## src/design/olir_pkg.sv

```systemverilog
// Shared types and codes for the ordered list insert/remove unit.
package olir_pkg;

  localparam int VAL_W = 32;
  localparam int IDX_W = 8;
  localparam int POS_W = 8;

  localparam logic [1:0] CMD_INSERT = 2'd0;
  localparam logic [1:0] CMD_REMOVE = 2'd1;
  localparam logic [1:0] CMD_LIST   = 2'd2;

  localparam logic [1:0] ST_OK        = 2'd0;
  localparam logic [1:0] ST_NOT_FOUND = 2'd1;
  localparam logic [1:0] ST_FULL      = 2'd2;
  localparam logic [1:0] ST_EMPTY     = 2'd3;

  typedef struct packed {
    logic [1:0]       status;
    logic [VAL_W-1:0] value;
    logic [IDX_W-1:0] index;
    logic             last;
  } result_t;

endpackage

```

## src/design/olir_ram.sv

```systemverilog
// Entry storage: one write port, one registered read port.
module olir_ram #(
  parameter int DEPTH = 16,
  parameter int AW = 4
) (
  input  logic                      clk,
  input  logic                      we,
  input  logic [AW-1:0]             waddr,
  input  logic [olir_pkg::VAL_W-1:0] wdata,
  input  logic                      re,
  input  logic [AW-1:0]             raddr,
  output logic [olir_pkg::VAL_W-1:0] rdata
);

  logic [olir_pkg::VAL_W-1:0] mem [DEPTH];

  always_ff @(posedge clk) begin
    if (we) begin
      mem[waddr] <= wdata;
    end
  end

  always_ff @(posedge clk) begin
    if (re) begin
      rdata <= mem[raddr];
    end
  end

endmodule

```

## src/design/olir_out.sv

```systemverilog
// Output register holding one result item until it is taken.
module olir_out (
  input  logic              clk,
  input  logic              rst,
  input  logic              load,
  input  olir_pkg::result_t din,
  input  logic              out_ready,
  output logic              out_valid,
  output olir_pkg::result_t dout,
  output logic              can_load
);

  assign can_load = !out_valid || out_ready;

  always_ff @(posedge clk) begin
    if (rst) begin
      out_valid <= 1'b0;
    end else if (load) begin
      out_valid <= 1'b1;
    end else if (out_ready) begin
      out_valid <= 1'b0;
    end
  end

  always_ff @(posedge clk) begin
    if (load) begin
      dout <= din;
    end
  end

endmodule

```

## src/design/ordered_list_insert_remove_unit.sv

```systemverilog
// Ordered list unit top level: command sequencer, entry memory and output register.
// Keeps up to CAPACITY signed 32-bit values in order. in_ready is high only while the
// sequencer is idle. An insert moves each entry from the insert position to the tail one
// place toward the tail and then writes the new value; a remove scans the whole list and
// moves each entry after the match one place toward the head; a list command emits every
// entry in turn. A refused insert, a remove on an empty list or a list of an empty list
// gives a single status result; an unused command code gives no result.
// Each command works through the single registered read port of the entry memory: each
// entry is read in one cycle and compared, moved or emitted in the next. A result
// waits in the output register, and the next item is accepted while it waits; the
// sequencer stalls only when a new result meets a full output register.
module ordered_list_insert_remove_unit #(
  parameter int CAPACITY = 16
) (
  input  logic                              clk,
  input  logic                              rst,
  input  logic                              in_valid,
  output logic                              in_ready,
  input  logic [1:0]                        command,
  input  logic signed [olir_pkg::VAL_W-1:0] item_value,
  input  logic [olir_pkg::POS_W-1:0]        position,
  output logic                              out_valid,
  input  logic                              out_ready,
  output logic [1:0]                        status,
  output logic signed [olir_pkg::VAL_W-1:0] entry_value,
  output logic [olir_pkg::IDX_W-1:0]        entry_index,
  output logic                              last
);

  localparam int AW = (CAPACITY > 1) ? $clog2(CAPACITY) : 1;
  localparam int CW = $clog2(CAPACITY + 1);

  localparam logic [3:0] S_IDLE    = 4'd0;
  localparam logic [3:0] S_INS_RD  = 4'd1;
  localparam logic [3:0] S_INS_WR  = 4'd2;
  localparam logic [3:0] S_REM_RD  = 4'd3;
  localparam logic [3:0] S_REM_CHK = 4'd4;
  localparam logic [3:0] S_REM_END = 4'd5;
  localparam logic [3:0] S_LST_RD  = 4'd6;
  localparam logic [3:0] S_LST_OUT = 4'd7;
  localparam logic [3:0] S_RES     = 4'd8;

  logic [3:0]                  state, state_next;
  logic [CW-1:0]               count, count_next;
  logic [CW-1:0]               idx, idx_next;
  logic [CW-1:0]               at, at_next;
  logic [olir_pkg::VAL_W-1:0]  value, value_next;
  logic                        found, found_next;
  logic [1:0]                  res_status, res_status_next;

  logic                        ram_we, ram_re;
  logic [AW-1:0]               ram_waddr, ram_raddr;
  logic [olir_pkg::VAL_W-1:0]  ram_wdata, ram_rdata;

  logic                        out_load, out_can_load;
  olir_pkg::result_t           out_din, out_dout;

  logic [CW-1:0]               idx_inc, idx_dec;
  logic [olir_pkg::POS_W-1:0]  pos_at, count_ext;
  logic                        accept;

  assign in_ready  = (state == S_IDLE);
  assign accept    = in_valid && in_ready;
  assign idx_inc   = idx + CW'(1);
  assign idx_dec   = idx - CW'(1);
  assign count_ext = olir_pkg::POS_W'(count);
  assign pos_at    = (position <= olir_pkg::POS_W'(1)) ? '0 : position - olir_pkg::POS_W'(1);

  always_comb begin
    state_next      = state;
    count_next      = count;
    idx_next        = idx;
    at_next         = at;
    value_next      = value;
    found_next      = found;
    res_status_next = res_status;
    ram_we          = 1'b0;
    ram_waddr       = idx[AW-1:0];
    ram_wdata       = ram_rdata;
    ram_re          = 1'b0;
    ram_raddr       = idx[AW-1:0];
    out_load        = 1'b0;
    out_din         = '0;
    out_din.status  = res_status;
    out_din.last    = 1'b1;

    case (state)
      S_IDLE: begin
        if (accept) begin
          value_next = item_value;
          found_next = 1'b0;
          idx_next   = '0;
          case (command)
            olir_pkg::CMD_INSERT: begin
              if (count == CW'(CAPACITY)) begin
                res_status_next = olir_pkg::ST_FULL;
                state_next      = S_RES;
              end else begin
                at_next    = (pos_at > count_ext) ? count : CW'(pos_at);
                idx_next   = count;
                state_next = S_INS_RD;
              end
            end
            olir_pkg::CMD_REMOVE: begin
              if (count == '0) begin
                res_status_next = olir_pkg::ST_NOT_FOUND;
                state_next      = S_RES;
              end else begin
                state_next = S_REM_RD;
              end
            end
            olir_pkg::CMD_LIST: begin
              if (count == '0) begin
                res_status_next = olir_pkg::ST_EMPTY;
                state_next      = S_RES;
              end else begin
                state_next = S_LST_RD;
              end
            end
            default: begin
              state_next = S_IDLE;
            end
          endcase
        end
      end
      S_INS_RD: begin
        if (idx > at) begin
          ram_re     = 1'b1;
          ram_raddr  = idx_dec[AW-1:0];
          state_next = S_INS_WR;
        end else begin
          ram_we          = 1'b1;
          ram_waddr       = at[AW-1:0];
          ram_wdata       = value;
          count_next      = count + CW'(1);
          res_status_next = olir_pkg::ST_OK;
          state_next      = S_RES;
        end
      end
      S_INS_WR: begin
        ram_we     = 1'b1;
        ram_waddr  = idx[AW-1:0];
        idx_next   = idx_dec;
        state_next = S_INS_RD;
      end
      S_REM_RD: begin
        ram_re     = 1'b1;
        state_next = S_REM_CHK;
      end
      S_REM_CHK: begin
        if (found) begin
          ram_we    = 1'b1;
          ram_waddr = idx_dec[AW-1:0];
        end else if (ram_rdata == value) begin
          found_next = 1'b1;
        end
        idx_next   = idx_inc;
        state_next = (idx_inc == count) ? S_REM_END : S_REM_RD;
      end
      S_REM_END: begin
        if (found) begin
          count_next      = count - CW'(1);
          res_status_next = olir_pkg::ST_OK;
        end else begin
          res_status_next = olir_pkg::ST_NOT_FOUND;
        end
        state_next = S_RES;
      end
      S_LST_RD: begin
        ram_re     = 1'b1;
        state_next = S_LST_OUT;
      end
      S_LST_OUT: begin
        out_din.status = olir_pkg::ST_OK;
        out_din.value  = ram_rdata;
        out_din.index  = olir_pkg::IDX_W'(idx);
        out_din.last   = (idx_inc == count);
        if (out_can_load) begin
          out_load = 1'b1;
          if (idx_inc == count) begin
            state_next = S_IDLE;
          end else begin
            idx_next   = idx_inc;
            state_next = S_LST_RD;
          end
        end
      end
      S_RES: begin
        if (out_can_load) begin
          out_load   = 1'b1;
          state_next = S_IDLE;
        end
      end
      default: begin
        state_next = S_IDLE;
      end
    endcase
  end

  always_ff @(posedge clk) begin
    if (rst) begin
      state <= S_IDLE;
      count <= '0;
    end else begin
      state <= state_next;
      count <= count_next;
    end
  end

  always_ff @(posedge clk) begin
    idx        <= idx_next;
    at         <= at_next;
    value      <= value_next;
    found      <= found_next;
    res_status <= res_status_next;
  end

  olir_ram #(
    .DEPTH(CAPACITY),
    .AW   (AW)
  ) u_ram (
    .clk  (clk),
    .we   (ram_we),
    .waddr(ram_waddr),
    .wdata(ram_wdata),
    .re   (ram_re),
    .raddr(ram_raddr),
    .rdata(ram_rdata)
  );

  olir_out u_out (
    .clk      (clk),
    .rst      (rst),
    .load     (out_load),
    .din      (out_din),
    .out_ready(out_ready),
    .out_valid(out_valid),
    .dout     (out_dout),
    .can_load (out_can_load)
  );

  assign status      = out_dout.status;
  assign entry_value = out_dout.value;
  assign entry_index = out_dout.index;
  assign last        = out_dout.last;

  a_count_range: assert property (@(posedge clk) disable iff (rst)
    count <= CW'(CAPACITY))
    else $error("entry count above capacity");

  a_load_safe: assert property (@(posedge clk) disable iff (rst)
    out_load |-> out_can_load)
    else $error("result loaded over an untaken item");

  a_idle_count_hold: assert property (@(posedge clk) disable iff (rst)
    (state == S_IDLE) |=> (count == $past(count)))
    else $error("entry count changed while idle");

  a_no_write_when_idle: assert property (@(posedge clk) disable iff (rst)
    (state == S_IDLE) |-> !ram_we)
    else $error("memory written while idle");

endmodule
```

## config.mk

```make
export PLATFORM = sky130hd
export DESIGN_NAME = ordered_list_insert_remove_unit
export DESIGN_NICKNAME = d
export VERILOG_FILES = /design/src/design/olir_pkg.sv /design/src/design/olir_ram.sv /design/src/design/olir_out.sv /design/src/design/ordered_list_insert_remove_unit.sv
export SDC_FILE = /design/constraint.sdc
export NUM_CORES = 1
export LEC_CHECK = 0
export BUFFER_PORTS_ARGS = -buffer_cell sky130_fd_sc_hd__buf_4
export CAP_MARGIN = 40
export CORE_MARGIN = 2
export CORE_UTILIZATION = 50
export DETAILED_ROUTE_END_ITERATION = 12
export GPL_TIMING_DRIVEN = 0
export PLACE_DENSITY = 0.67
export SKIP_LAST_GASP = 1
export SYNTH_ARGS = -nofsm -noshare
export SYNTH_HDL_FRONTEND = slang
export SYNTH_HIERARCHICAL = 1
export SYNTH_SLANG_ARGS = --single-unit
```

## constraint.sdc

```tcl
create_clock -name clk -period 12.56 [get_ports clk]
set_input_delay 1.256 -clock clk [delete_from_list [all_inputs] [get_ports clk]]
set_output_delay 1.256 -clock clk [all_outputs]
set_load 0.01 [all_outputs]
```

==> flow_summary_export.csv <==
group,metric,value,unit
drt,dr_total_vias,14122,
drt,firstDrtPassIters,8,
clock_network,cts-resized-gates,0,
timing,rsz0062_at_grt,"false",
die,start_util,50.3,%
drt,postRouteAntennaNets,0,
die,ios,91,
worst_setup_path,worstSetupStartpointType,"register",
global_routing,grt_usage,24.3,%
worst_setup_path,endpoint_kind,"register",
drt,dr.first_iter.drc_count,1721,
yosys,synth.area.top_cells,"edfxtp_1 (74%), mux4_2 (11%), nand2_1 (2.2%), a22oi_1 (1.9%), ha_1 (1.0%)",
die,die_area,53200,um2
timing,fin_hold_ws,0.513,ns
timing,hold_viol_final,0,
timing,fin_setup_tns,0,ns
clock_network,hold_buffers,0,
run_status,status,"complete, no violations",
global_routing,grt_first_pass_wirelength,92400,um
timing,worst_slack,7.83,ns
placed_design,portBuffers,90,
worst_setup_path,path_class,"reg -> reg",
pwr,ir_drop,0.000109,V
layout,antenna_cells,0,
clock_network,cts_setup_buffers,0,
yosys,syn_area,25700,um2
worst_setup_path,ff2ff_setup_slack,7.83,ns
timing,slew_viol_final,0,
yosys,postSynthCellCount,1379,
timing,skew,0.0179,ns
yosys,syn_avg_cell_area,18.6,um2
yosys,synth_commonest_cells,"edfxtp_1 (632), nand2_1 (153), mux4_2 (128), a22oi_1 (64), nor2_1 (49)",
clock_network,cts.htree.levels,3,
pwr,p_leak,10.0,nW
yosys,yosys_warnings,6,
yosys,ys_ff_latch,642,
layout,drive_gt1_share,24.6,%
global_routing,grt-ovfl-total,0,
yosys,synth_edf_count,632,
drt,vias_per_cell,6.10,
timing,setup_viol,0,
clock_network,cts-root-buf,"clkbuf_16",
timing,fmax,211,MHz
clock_network,cts_buffers,66,
clock_network,cts_sinks,642,
clock_network,cts_tree,"built",
job,maxCapViolCount,0,
yosys,synth.top_cell.area_share,73.9,%
global_routing,grt_max_degree,21,
placed_design,hpwl,40800,um
clock_network,path_clk_slew,0.06,ns
yosys,async_reset_ff_share,0,%
worst_hold_path,min-delay-path-class,"reg -> reg",
placed_design,gp_congestion,0.891,
layout,area_growth,17.4,%
pwr,powerDensity,158,nW/um2
timing,slew_headroom,35.4,%
die,die_w,231,um
worst_setup_path,critPathRequiredTime,12.90,ns
timing,fin_crit,4.73,ns
drt,wirelength,63200,um
yosys,synthMostInstantiatedCell,"edfxtp_1",
yosys,synth_cell_types,61,
die,dieHeight,231,um
layout,n_fill_cell,3767,
drt,wl_per_cell,27.3,um
timing,max_slew.worst_pin.slew,0.965,ns
global_routing,antenna_found_initial,2,
clock_network,clkLatencyLatePin,0.60,ns
yosys,yosysTopAreaCell,"edfxtp_1",
timing,timing.final.crit_share,37.6,%
yosys,synth_top_flop_cell,"edfxtp_1",
yosys,seq_area_frac_synth,74.7,%
global_routing,grt_pass1_vias,14011,
die,coreArea,51100,um2
placed_design,place_ws,7.94,ns
layout,fin_nets,1651,
worst_setup_path,critical_path_arrival,5.07,ns
die,num_rows,83,
clock_network,cts_max_path_buffers,3,
drt,drc,0,
worst_setup_path,crit_path_max_fanout,10,
flip-flops by register name, summed over array words and instances (netlist names):
signal / count
at: 5
count: 5
found: 1
idx: 5
res_status: 2
state: 4
u_out/dout: 43
u_out/out_valid: 1
u_ram/mem: 512
u_ram/rdata: 32
value: 32
worst paths after layout:
check | from | end | cells past startpoint
worst min-delay path | res_status[0] | u_out/dout[41] | 1
worst max register to register | idx[0] | u_ram/mem[0][22] | 13
worst min register to register | res_status[0] | u_out/dout[41] | 1
worst max-delay path | idx[0] | u_ram/mem[0][22] | 13
worst max-delay path: stages (launching register included):
cell and delay [ns]:
edfxtp_1 0.36, clkbuf_1 0.26, inv_1 0.23, ha_1 0.25
nand2b_1 0.14, a211o_1 0.35, a31oi_2 0.81, clkbuf_1 0.69
nand3_1 0.26, or3b_2 0.40, nor3_2 0.08, buf_4 0.21
buf_4 0.21, buf_4 0.20
power breakdown:
group          leakage, nW  internal (mW)  total [mW]  switching, mW
clock                 1.01           1.10        1.90          0.795
sequential            5.78           2.39        2.41         0.0180
combinational         3.21          0.182       0.447          0.266
per-stage QoR:
stage	util, %	std cells	power, mW	area (um2)
detailed placement	54.9	2194	2.90	28100
finish	59.0	2315	4.75	30200
global placement	53.3	2151	2.88	27200
floorplan	-	1381	2.73	25700
CTS	59.0	2314	4.79	30100
global route	59.0	2315	4.90	30200
layout by cell type, fill, tap and decap left out, types with 30 or more instances in the layout:
master and instances:
nand2_1 153, clkbuf_16 68, edfxtp_1 632, xnor2_1 30, mux4_2 128, and2_1 40
buf_4 118, a22oi_1 64, nor2_1 37, clkbuf_1 50
layout make-up:
class / count / area [um2] / share of cell area (%)
buffer: 63 / 297 / 0.983
clock buffer: 88 / 1780 / 5.89
clock inverter: 32 / 302 / 1.00
inverter: 22 / 82.6 / 0.274
multi-input combinational: 654 / 6260 / 20.8
sequential: 642 / 19200 / 63.6
tap: 680 / 851 / 2.82
timing repair buffer: 134 / 1410 / 4.66
routing by layer:
| layer | part of all wire [%] | routed length (um) | track usage [%] |
|---|---|---|---|
| met5 | 0.036 | 23 | 0 |
| met2 | 48 | 30300 | 38.6 |
| met1 | 39 | 24700 | 33.2 |
| met4 | 3.4 | 2140 | 9.35 |
| met3 | 9.6 | 6050 | 5.29 |
cell families after synthesis:
kind of cell	synth area share (%)
compound gates	3.71
xor+xnor	1.71
fa+ha+maj	1.10
buf+inv	1.48
flops	74.7
mux	11.6
other cells	0.0146
simple gates	5.72
No activity file was read; power rests on OpenSTA's default activity.
